File: config.mk
export PLATFORM = sky130hd
export DESIGN_NAME = mips_subset_execute_unit
export DESIGN_NICKNAME = d
export VERILOG_FILES = /design/src/rtl/mseu_pkg.sv /design/src/rtl/mseu_front.sv /design/src/rtl/mseu_muldiv.sv /design/src/rtl/mseu_back.sv /design/src/rtl/mips_subset_execute_unit.sv
export SDC_FILE = /design/constraint.sdc
export NUM_CORES = 2
export LEC_CHECK = 0
export BUFFER_PORTS_ARGS = -buffer_cell sky130_fd_sc_hd__buf_2
export CORE_ASPECT_RATIO = 1.25
export CORE_UTILIZATION = 63
export CTS_CLUSTER_DIAMETER = 30
export DETAILED_ROUTE_END_ITERATION = 16
export PLACE_DENSITY = 0.82
export REMOVE_ABC_BUFFERS = 1
export SYNTH_ARGS = -nofsm -noshare
export SYNTH_HDL_FRONTEND = slang
export SYNTH_SLANG_ARGS = --single-unit
File: constraint.sdc
create_clock -name clk_i -period 18.9 [get_ports clk_i]
set_input_delay 3.78 -clock clk_i [delete_from_list [all_inputs] [get_ports clk_i]]
set_output_delay 3.78 -clock clk_i [all_outputs]
set_load 0.02 [all_outputs]
File: src/rtl/mseu_pkg.sv
package mseu_pkg;

  typedef enum logic [4:0] {
    CMD_ADD  = 5'd0,  CMD_AND  = 5'd1,  CMD_DIV  = 5'd2,  CMD_JR   = 5'd3,
    CMD_MFHI = 5'd4,  CMD_MFLO = 5'd5,  CMD_MULT = 5'd6,  CMD_NOR  = 5'd7,
    CMD_XOR  = 5'd8,  CMD_OR   = 5'd9,  CMD_SLT  = 5'd10, CMD_SLL  = 5'd11,
    CMD_SRL  = 5'd12, CMD_SUB  = 5'd13, CMD_ADDI = 5'd14, CMD_ANDI = 5'd15,
    CMD_BEQ  = 5'd16, CMD_BNE  = 5'd17, CMD_LW   = 5'd18, CMD_LUI  = 5'd19,
    CMD_ORI  = 5'd20, CMD_SLTI = 5'd21, CMD_SW   = 5'd22, CMD_J    = 5'd23,
    CMD_JAL  = 5'd24
  } cmd_e;

  localparam logic [1:0] TGT_NONE = 2'd0;
  localparam logic [1:0] TGT_RD   = 2'd1;
  localparam logic [1:0] TGT_RT   = 2'd2;
  localparam logic [1:0] TGT_LINK = 2'd3;

  localparam logic [1:0] MOP_NONE  = 2'd0;
  localparam logic [1:0] MOP_LOAD  = 2'd1;
  localparam logic [1:0] MOP_STORE = 2'd2;

  localparam int unsigned LuiShift = 16;

  typedef struct packed {
    logic [4:0]  command;
    logic [31:0] source_a;
    logic [31:0] source_b;
    logic [4:0]  shift_amount;
    logic [31:0] imm_value;
    logic [31:0] jump_target;
    logic [31:0] current_ip;
  } item_t;

  typedef struct packed {
    logic [31:0] write_value;
    logic [1:0]  write_target;
    logic        ip_changed;
    logic [31:0] new_ip;
    logic [1:0]  mem_op;
    logic [31:0] mem_address;
    logic [31:0] store_data;
    logic        divide_by_zero;
  } result_t;

  // front-end classification
  typedef struct packed {
    logic  is_mul;
    logic  is_div;
    item_t item;
  } work_t;

endpackage

File: src/rtl/mseu_front.sv
module mseu_front import mseu_pkg::*; (
  input  logic  clk_i,
  input  logic  rst_ni,
  input  logic  in_valid_i,
  output logic  in_ready_o,
  input  item_t in_item_i,
  output logic  q_valid_o,
  input  logic  q_ready_i,
  output work_t q_work_o
);

  // two-entry queue
  work_t      mem_q [2];
  logic       wr_ptr_q, rd_ptr_q;
  logic [1:0] cnt_q;
  logic       push, pop;
  work_t      w;

  always_comb begin
    w.item   = in_item_i;
    w.is_mul = (in_item_i.command == CMD_MULT);
    w.is_div = (in_item_i.command == CMD_DIV);
  end

  assign in_ready_o = (cnt_q != 2'd2);
  assign q_valid_o  = (cnt_q != 2'd0);
  assign q_work_o   = mem_q[rd_ptr_q];
  assign push = in_valid_i && in_ready_o;
  assign pop  = q_valid_o && q_ready_i;

  always_ff @(posedge clk_i or negedge rst_ni) begin
    if (!rst_ni) begin
      wr_ptr_q <= 1'b0;
      rd_ptr_q <= 1'b0;
      cnt_q    <= 2'd0;
    end else begin
      if (push) wr_ptr_q <= ~wr_ptr_q;
      if (pop)  rd_ptr_q <= ~rd_ptr_q;
      cnt_q <= cnt_q + {1'b0, push} - {1'b0, pop};
    end
  end

  always_ff @(posedge clk_i) begin
    if (push) mem_q[wr_ptr_q] <= w;
  end

endmodule

File: src/rtl/mseu_muldiv.sv
module mseu_muldiv import mseu_pkg::*; (
  input  logic        clk_i,
  input  logic        rst_ni,
  input  logic        start_i,
  input  logic        is_div_i,
  input  logic [31:0] a_i,
  input  logic [31:0] b_i,
  output logic        done_o,
  output logic [31:0] hi_o,
  output logic [31:0] lo_o
);

  // mult: 4 partial products 16x16 accumulated in turn; div: restoring, 1 bit/cycle
  localparam logic [1:0] S_IDLE = 2'd0;
  localparam logic [1:0] S_MUL  = 2'd1;
  localparam logic [1:0] S_DIV  = 2'd2;
  localparam logic [1:0] S_DONE = 2'd3;

  logic [1:0]  st_q;
  logic [4:0]  cnt_q;
  logic [31:0] a_q, b_q;
  logic [63:0] acc_q;
  logic [31:0] rem_q, quo_q;
  logic [15:0] pa, pb;
  logic [31:0] pp;
  logic [33:0] trial;
  logic [32:0] rsh;

  always_comb begin
    pa = cnt_q[0] ? a_q[31:16] : a_q[15:0];
    pb = cnt_q[1] ? b_q[31:16] : b_q[15:0];
    pp = pa * pb;
    rsh = {rem_q, quo_q[31]};
    trial = {1'b0, rsh} - {2'b00, b_q};
  end

  assign done_o = (st_q == S_DONE);
  assign hi_o = is_div_i ? rem_q : acc_q[63:32];
  assign lo_o = is_div_i ? quo_q : acc_q[31:0];

  always_ff @(posedge clk_i or negedge rst_ni) begin
    if (!rst_ni) begin
      st_q  <= S_IDLE;
      cnt_q <= '0;
    end else begin
      unique case (st_q)
        S_IDLE: if (start_i) begin
          cnt_q <= '0;
          if (is_div_i && b_i == '0) st_q <= S_DONE;
          else st_q <= is_div_i ? S_DIV : S_MUL;
        end
        S_MUL: begin
          cnt_q <= cnt_q + 5'd1;
          if (cnt_q == 5'd3) st_q <= S_DONE;
        end
        S_DIV: begin
          cnt_q <= cnt_q + 5'd1;
          if (cnt_q == 5'd31) st_q <= S_DONE;
        end
        default: st_q <= S_IDLE;
      endcase
    end
  end

  always_ff @(posedge clk_i) begin
    if (st_q == S_IDLE && start_i) begin
      a_q   <= a_i;
      b_q   <= b_i;
      acc_q <= '0;
      if (is_div_i && b_i == '0) begin
        quo_q <= '1;
        rem_q <= a_i;
      end else begin
        quo_q <= a_i;
        rem_q <= '0;
      end
    end else if (st_q == S_MUL) begin
      acc_q <= acc_q + ({32'd0, pp} << {cnt_q[1] , 4'd0} << {cnt_q[0], 4'd0});
    end else if (st_q == S_DIV) begin
      if (!trial[33]) begin
        rem_q <= trial[31:0];
        quo_q <= {quo_q[30:0], 1'b1};
      end else begin
        rem_q <= rsh[31:0];
        quo_q <= {quo_q[30:0], 1'b0};
      end
    end
  end

endmodule

File: src/rtl/mseu_back.sv
module mseu_back import mseu_pkg::*; (
  input  logic    clk_i,
  input  logic    rst_ni,
  input  logic    q_valid_i,
  output logic    q_ready_o,
  input  work_t   q_work_i,
  output logic    out_valid_o,
  input  logic    out_ready_i,
  output result_t out_res_o
);

  logic [31:0] hi_q, lo_q;
  logic        busy_q;
  logic        out_valid_q;
  result_t     out_q;
  result_t     r;
  logic        slot_free, md_item, md_start, md_done;
  logic [31:0] md_hi, md_lo;
  item_t       it;

  assign it = q_work_i.item;
  assign md_item = q_work_i.is_mul || q_work_i.is_div;
  assign slot_free = !out_valid_q || out_ready_i;
  assign md_start = q_valid_i && md_item && !busy_q && slot_free;
  assign q_ready_o = slot_free && (md_item ? md_done : !busy_q);

  mseu_muldiv u_muldiv (
    .clk_i,
    .rst_ni,
    .start_i (md_start),
    .is_div_i(q_work_i.is_div),
    .a_i     (it.source_a),
    .b_i     (it.source_b),
    .done_o  (md_done),
    .hi_o    (md_hi),
    .lo_o    (md_lo)
  );

  always_comb begin
    r = '0;
    unique case (it.command)
      CMD_ADD:  begin r.write_value = it.source_a + it.source_b; r.write_target = TGT_RD; end
      CMD_AND:  begin r.write_value = it.source_a & it.source_b; r.write_target = TGT_RD; end
      CMD_DIV:  r.divide_by_zero = (it.source_b == '0);
      CMD_JR:   begin r.ip_changed = 1'b1; r.new_ip = it.source_a; end
      CMD_MFHI: begin r.write_value = hi_q; r.write_target = TGT_RD; end
      CMD_MFLO: begin r.write_value = lo_q; r.write_target = TGT_RD; end
      CMD_MULT: ;
      CMD_NOR:  begin r.write_value = ~(it.source_a | it.source_b); r.write_target = TGT_RD; end
      CMD_XOR:  begin r.write_value = it.source_a ^ it.source_b; r.write_target = TGT_RD; end
      CMD_OR:   begin r.write_value = it.source_a | it.source_b; r.write_target = TGT_RD; end
      CMD_SLT:  begin
        r.write_value = {31'd0, it.source_a < it.source_b}; r.write_target = TGT_RD;
      end
      CMD_SLL:  begin r.write_value = it.source_a << it.shift_amount; r.write_target = TGT_RD; end
      CMD_SRL:  begin r.write_value = it.source_a >> it.shift_amount; r.write_target = TGT_RD; end
      CMD_SUB:  begin r.write_value = it.source_a - it.source_b; r.write_target = TGT_RD; end
      CMD_ADDI: begin r.write_value = it.source_a + it.imm_value; r.write_target = TGT_RT; end
      CMD_ANDI: begin r.write_value = it.source_a & it.imm_value; r.write_target = TGT_RT; end
      CMD_BEQ:  if (it.source_a == it.source_b) begin
        r.ip_changed = 1'b1; r.new_ip = it.imm_value;
      end
      CMD_BNE:  if (it.source_a != it.source_b) begin
        r.ip_changed = 1'b1; r.new_ip = it.imm_value;
      end
      CMD_LW:   begin
        r.write_target = TGT_RT; r.mem_op = MOP_LOAD;
        r.mem_address = it.source_a + it.imm_value;
      end
      CMD_LUI:  begin
        r.write_value = it.imm_value << LuiShift; r.write_target = TGT_RT;
      end
      CMD_ORI:  begin r.write_value = it.source_a | it.imm_value; r.write_target = TGT_RT; end
      CMD_SLTI: begin
        r.write_value = {31'd0, it.source_a < it.imm_value}; r.write_target = TGT_RT;
      end
      CMD_SW:   begin
        r.mem_op = MOP_STORE; r.mem_address = it.source_a + it.imm_value;
        r.store_data = it.source_b;
      end
      CMD_J:    begin r.ip_changed = 1'b1; r.new_ip = it.jump_target; end
      CMD_JAL:  begin
        r.write_value = it.current_ip + 32'd1; r.write_target = TGT_LINK;
        r.ip_changed = 1'b1; r.new_ip = it.jump_target;
      end
      default: ;
    endcase
  end

  assign out_valid_o = out_valid_q;
  assign out_res_o   = out_q;

  always_ff @(posedge clk_i or negedge rst_ni) begin
    if (!rst_ni) begin
      hi_q        <= '0;
      lo_q        <= '0;
      busy_q      <= 1'b0;
      out_valid_q <= 1'b0;
    end else begin
      if (md_start) busy_q <= 1'b1;
      else if (md_done) busy_q <= 1'b0;
      if (q_valid_i && q_ready_o) begin
        out_valid_q <= 1'b1;
        if (md_item) begin
          hi_q <= md_hi;
          lo_q <= md_lo;
        end
      end else if (out_ready_i) begin
        out_valid_q <= 1'b0;
      end
    end
  end

  always_ff @(posedge clk_i) begin
    if (q_valid_i && q_ready_o) out_q <= r;
  end

endmodule

File: src/rtl/mips_subset_execute_unit.sv
// ALU, branch and memory commands go from input to output through the queue and output register.
// MULT forms four 16x16 partial products; DIV divides one quotient bit a cycle, skipping the
// division steps when the divisor is zero. Throughput is one word a cycle while m_axis_tready is
// high, except behind MULT/DIV, which hold the back end until the shared multiply/divide unit
// finishes. Reset (rst_ni low, asynchronous) empties the queue and output and clears HI and LO.
module mips_subset_execute_unit import mseu_pkg::*; (
  input  logic         clk_i,
  input  logic         rst_ni,
  input  logic         s_axis_tvalid,
  output logic         s_axis_tready,
  // command[4:0], source_a[36:5], source_b[68:37], shift_amount[73:69],
  // imm_value[105:74], jump_target[137:106], current_ip[169:138], zero fill
  input  logic [175:0] s_axis_tdata,
  output logic         m_axis_tvalid,
  input  logic         m_axis_tready,
  // write_value[31:0], write_target[33:32], ip_changed[34], new_ip[66:35],
  // mem_op[68:67], mem_address[100:69], store_data[132:101], divide_by_zero[133], zero fill
  output logic [135:0] m_axis_tdata
);

  item_t   in_item;
  work_t   q_work;
  logic    q_valid, q_ready;
  result_t res;

  always_comb begin
    in_item.command      = s_axis_tdata[4:0];
    in_item.source_a     = s_axis_tdata[36:5];
    in_item.source_b     = s_axis_tdata[68:37];
    in_item.shift_amount = s_axis_tdata[73:69];
    in_item.imm_value    = s_axis_tdata[105:74];
    in_item.jump_target  = s_axis_tdata[137:106];
    in_item.current_ip   = s_axis_tdata[169:138];
  end

  mseu_front u_front (
    .clk_i,
    .rst_ni,
    .in_valid_i(s_axis_tvalid),
    .in_ready_o(s_axis_tready),
    .in_item_i (in_item),
    .q_valid_o (q_valid),
    .q_ready_i (q_ready),
    .q_work_o  (q_work)
  );

  mseu_back u_back (
    .clk_i,
    .rst_ni,
    .q_valid_i  (q_valid),
    .q_ready_o  (q_ready),
    .q_work_i   (q_work),
    .out_valid_o(m_axis_tvalid),
    .out_ready_i(m_axis_tready),
    .out_res_o  (res)
  );

  assign m_axis_tdata = {2'b00, res.divide_by_zero, res.store_data, res.mem_address,
                         res.mem_op, res.new_ip, res.ip_changed, res.write_target,
                         res.write_value};

endmodule
======== Word level (Yosys, flattened, before mapping) ========
Memory sizes are Yosys's and may differ from the RTL's.
Index checks and enable logic that the tools add are counted.
word-level totals
  bits in registers ....................... 403
  memory bits (writable) .................. 344
  input bits .............................. 180
  output and inout bits ................... 138
  memories kept ........................... 1
memories
  name           words  width  read ports  clocked after memory_dff  write ports  RTL line          RTL
  u_front.mem_q  2      172    1           0                         1            mseu_front.sv:13  work_t mem_q [2];
cells by class
  $add $sub $neg .......................... 9
  multiply operators ...................... 1
  order comparisons ....................... 2
  equality and inequality tests ........... 37
  shift operators ......................... 4
  multiplexer cells ....................... 35
  bitwise operators ....................... 8
  reductions and logical operators ........ 28
operators with widths
  cell                   number
  $pmux 32 s17           1
  $mux 32                11
  $pmux 33 s4            1
  $pmux 34 s2            1
  $mux 33                2
  $add 32x32->32         2
  $add 64x64->64         1
  $and 32x32->32         2
  $lt 32x32->1           2
  $or 32x32->32          2
  $shl 32x5->64          1
  $shl 64x5->64          1
  $eq 5x5->1 const B     10
  $eq 5x4->1 const B     8
  $sub 33x32->34         1
  $add 32x1->32 const B  1
  $eq 32x32->1           1
  $logic_not 32->1       1
  $mul 16x16->32         1
  $mux 16                2
  $ne 32x32->1           1
  $not 32->32            1
  $shl 32x5->32          1
  $shr 32x5->32          1
  other kinds (28)       68

======== Depth between registers and ports, before layout ========
An unclocked memory read counts as a cell.
  depth after elaboration ................. 8
  mapped depth ............................ 42
  depth with buffers taken out ............ 39

======== Hierarchy ========
Synthesis repeated with hierarchy kept, for this count alone.
second synthesis, totals
  cells, all modules ...................... 5728
  area, all modules ....................... 57237.4 µm²
by module, submodules not included
  module                    instances  cells each  area each (µm²)  seq. area each (µm²)
  mseu_muldiv               1          2701        23288.6          5300.1
  mseu_back                 1          2464        21209.1          5675.4
  mseu_front                1          560         12721.0          10430.0
  mips_subset_execute_unit  1          3           18.8             0.0

======== Least setup slack after synthesis ========
OpenSTA, ideal clock, no wires.
  path kind ............................... in2reg
  start point ............................. input port s_axis_tvalid
  end point ............................... memory u_front.mem_q[0][0] (netlist name) (enable)
  setup time .............................. 707 ps
  data arrival time ....................... 11010 ps
  data required time ...................... 18193 ps
  setup slack ............................. 7183 ps
  cell stages on the path ................. 2
  path buffers ............................ 0
  cell sequence ........................... nand2_1 -> nor2_1
between the ends
  cells in the longest elaborated chain, start to end .. 3
RTL lines
  what                          RTL line                       RTL
  from (decl)                   mips_subset_execute_unit.sv:9  input logic s_axis_tvalid,
  $logic_and 1x1->1             mseu_front.sv:28               assign push = in_valid_i && in_ready_o;
  $mux 1                        mseu_front.sv:44               if (push) mem_q[wr_ptr_q] <= w;
  $mux 1 (implied by the code)  mseu_front.sv:44
  to (decl)                     mseu_front.sv:13
No other way between the ends.

======== Final worst setup path ========
  start point ............................. register u_back.u_muldiv.cnt_q[0]
  end point ............................... register u_back.u_muldiv.acc_q[57]
between the ends
  cells in the longest elaborated chain, start to end .. 5
RTL lines
  what                    RTL line           RTL
  from (decl)             mseu_muldiv.sv:20  logic [4:0] cnt_q;
  from (signal assigned)  mseu_muldiv.sv:53  cnt_q <= cnt_q + 5'd1;
  from (signal assigned)  mseu_muldiv.sv:57  cnt_q <= cnt_q + 5'd1;
  $mux 16                 mseu_muldiv.sv:30  pa = cnt_q[0] ? a_q[31:16] : a_q[15:0];
  $mul 16x16->32          mseu_muldiv.sv:32  pp = pa * pb;
  $shl 32x5->64           mseu_muldiv.sv:78  acc_q <= acc_q + ({32'd0, pp} << {cnt_q[1] , 4'd0} << {cnt_q[0], 4'd0});
  $shl 64x5->64 (*)       mseu_muldiv.sv:78
  $add 64x64->64 (*)      mseu_muldiv.sv:78
  to (signal assigned)    mseu_muldiv.sv:78
  to (decl)               mseu_muldiv.sv:22  logic [63:0] acc_q;
Mark *: on every way between the ends. The rest lies on a longest branch, timed or not.
A chain may end at the register's enable or synchronous reset.

==> impl_metrics.tcl <==
set metrics [dict create \
    skew_ps 62.7 \
    synth_edf_count 606 \
    clk_latency_ps 740 \
    critPathSlowestCell "mux2i_1" \
    cts_buffers 115 \
    place_area_um2 58200 \
    hold_slack_ps 495 \
    reg2reg_from "u_back.u_muldiv.cnt_q[0]" \
    htreeDepth 3 \
    drtIter0Drc 6333 \
    worstSetupPathType "flop to flop" \
    post-synth-top-count-cell "nor2_1" \
    clk_path_buf_depth 3 \
    synth_ff_type "edfxtp_1" \
    setup_viol 0 \
    status "complete, but fails checks" \
    wl_um 219000 \
    syn_area_um2 55000 \
    track_usage_pct 48.8 \
    finalInstanceArea_um2 62300 \
    via_per_inst 6.85 \
    synthAdderAreaFrac_pct 16.3 \
    cts_sinks 747 \
    rsz0062_at_grt "no" \
    yosys.area.top_type_share_pct 33.1 \
    synthMuxAreaShare_pct 6.31 \
    drt-wirelength-per-cell_um 30.1 \
    grt_overflow_total 0 \
    fmax_mhz 79.3 \
    chipHeight_um 332 \
    cp_data_required_time_ps 19520 \
    topRoutingLayerUsed "met5" \
    pin_count 318 \
    synth_compound_area_share_pct 17.5 \
    synthToLayoutAreaGrowth_pct 13.2 \
    ys_types 100 \
    routabilityCongestion 1.08 \
    io_buffer_count 309 \
    nFillCells 6136 \
    grt_pass1_wl_um 316000 \
    grt_start_max_net_pins 122 \
    hold_buffers 0 \
    dieWidth_um 266 \
    cts_tree "built" \
    yosysWarningCount 0 \
    postCtsSetupBuffers 0 \
    ctsResizeCount 0 \
    first_pass_iters 8 \
    crit_start "u_back.u_muldiv.cnt_q[0]" \
    p_per_area_nw_per_um2 98.6 \
    start_kind "flop" \
    crit_buf_inv 6 \
    syn-mean-instance-area_um2 9.64 \
    stdcell_count 7268 \
    initial_core_util_pct 63.9 \
    synth_top_family_by_area "compound AO/OA/AOI/OAI gates" \
    synth_simple_gate_area_share_pct 12.7 \
    rrSetupSlack_ps 6290 \
    p_total_mw 6.14 \
    max_stage_delay_ps 930 \
    p_leak_nw 26.2 \
    coreArea_um2 86000 \
    root_buffer "clkbuf_16" \
    hp-class "flop to flop" \
    final_layout_size_suffix_gt1_share_pct 12.8 \
    via_count 49800 \
    synth_area_leaders "edfxtp_1 (33%), ha_1 (9.1%), fa_1 (7.2%)" \
    nNetsFinal 6776 \
    die-area_um2 88500 \
    path_common_cell "fa_1" \
    ys_seq_area_share_pct 38.9 \
    end_kind "flop" \
    critPathTopFamily "compound AO/OA/AOI/OAI gates" \
    fin_ws_ps 6290 \
    arrival_ps 13220 \
    ir_drop_mv 0.102 \
    dp_hpwl_um 161000 \
    postSynth.asyncResetShare_pct 10.3 \
    antenna_found_initial 11 \
    synthXorXnorAreaFrac_pct 2.79 \
    grt_pass1_vias 49000 \
    violations "max-capacitance violations, max-slew violations" \
    synth_top_area_cell "edfxtp_1" \
    period_minus_slack_ps 12610 \
    drv_cap 1 \
    met2_length_um 98300 \
    tightest_slew_ps 1500 \
    synthCells 5706 \
    final-hold-violation-count 0 \
    cts.clk_slew.worst_paths_ps 60 \
    path_max_fanout 52 \
    drc_errors 0 \
    yosys_register_bits 747 \
    max-slew-margin-rel_pct -2.59 \
    wl_met1_um 73500 \
    drv_slew 1 \
    dp_cells 7041 \
    worstHoldStart "u_back.hi_q[2]" \
    fin_crit_sh_pct 66.7 \
    num_rows 120 \
    ant_nets 0 \
    met3_length_um 25000 \
    dp_slack_ps 6860 \
    ys_top_cells_by_count "nor2_1 (608), edfxtp_1 (606), nand2_1 (553)" \
]
## state kept, by name, indices dropped and copies added, names as in the netlist, 2 cells and up
signal	count
u_front.mem_q	344
u_back.out_res_o	134
u_back.u_muldiv.acc_q	64
u_back.hi_q	32
u_back.lo_q	32
u_back.u_muldiv.a_q	32
u_back.u_muldiv.b_q	32
u_back.u_muldiv.quo_q	32
u_back.u_muldiv.rem_q	32
u_back.u_muldiv.cnt_q	5
u_back.u_muldiv.st_q	2
u_front.cnt_q	2
## tightest hold or removal path: cells and delay by family, from the launching register on
| kind | cells | cell delay [ps] |
|---|---|---|
| AND/OR/NAND/NOR | 1 | 50 |
| AO/OA/AOI/OAI | 1 | 60 |
| flip-flops | 1 | 350 |
## worst paths after layout
kind | end | cells past startpoint
max | u_back.u_muldiv.acc_q[57] | 38
min | u_back.hi_q[2] | 2
max reg2reg | u_back.u_muldiv.acc_q[57] | 38
min reg2reg | u_back.hi_q[2] | 2
max in group asynchronous | u_back.hi_q[28] | 2
min in group asynchronous | u_front.wr_ptr_q | 1
## metal layers
layer | vias up | GRT usage [%]
met4 | 6 | 41.1
met2 | 3808 | 76.4
li1 | 21200 | -
met1 | 23800 | 56.9
met3 | 1014 | 11.3
met5 | - | 0
## cell families after synthesis
group / after synthesis
muxes: 343
xor gates and xnor gates: 175
adders and majority gates: 597
AOI/OAI and AO/OA: 1487
other: 1
and+or+nand+nor: 1603
DFF: 747
buffers and inverters: 753
## power by group
group	switching [mW]	internal, mW	total [mW]
Sequential	0.0664	2.01	2.07
Combinational	1.33	0.528	1.85
Clock	0.902	1.31	2.21
## stage by stage
step | utilization [%] | TNS, ps
detailed placement | 67.6 | 0
floorplan | - | -28190
CTS | 72.4 | 0
global placement | 67.6 | 0
finish | 72.4 | 0
global route | 72.4 | 0
## cells in the final DEF (no fill, tap or decap), drive strengths merged, types with 66 or more instances in the layout
cell type  count
a21o         115
nand3         73
nor2         610
inv          479
o21ai        317
buf          475
o22ai         93
nand2        553
xnor2        109
nor3          82
xor2          66
clkbuf       126
mux2i        311
ha           398
edfxtp       606
dfrtp         77
a21oi        401
fa           199
## final cells by class
cell class / instances / area, µm² / share of cell area (%)
tap: 1159 / 1450 / 2.33
multi-input combinational: 4207 / 30800 / 49.4
clock inverter: 92 / 1160 / 1.87
clock buffer: 126 / 2950 / 4.74
timing repair buffer: 475 / 2810 / 4.51
antenna: 9 / 22.5 / 0.0362
sequential: 747 / 21400 / 34.4
inverter: 453 / 1710 / 2.75
No activity file was read; power rests on OpenSTA's default activity.
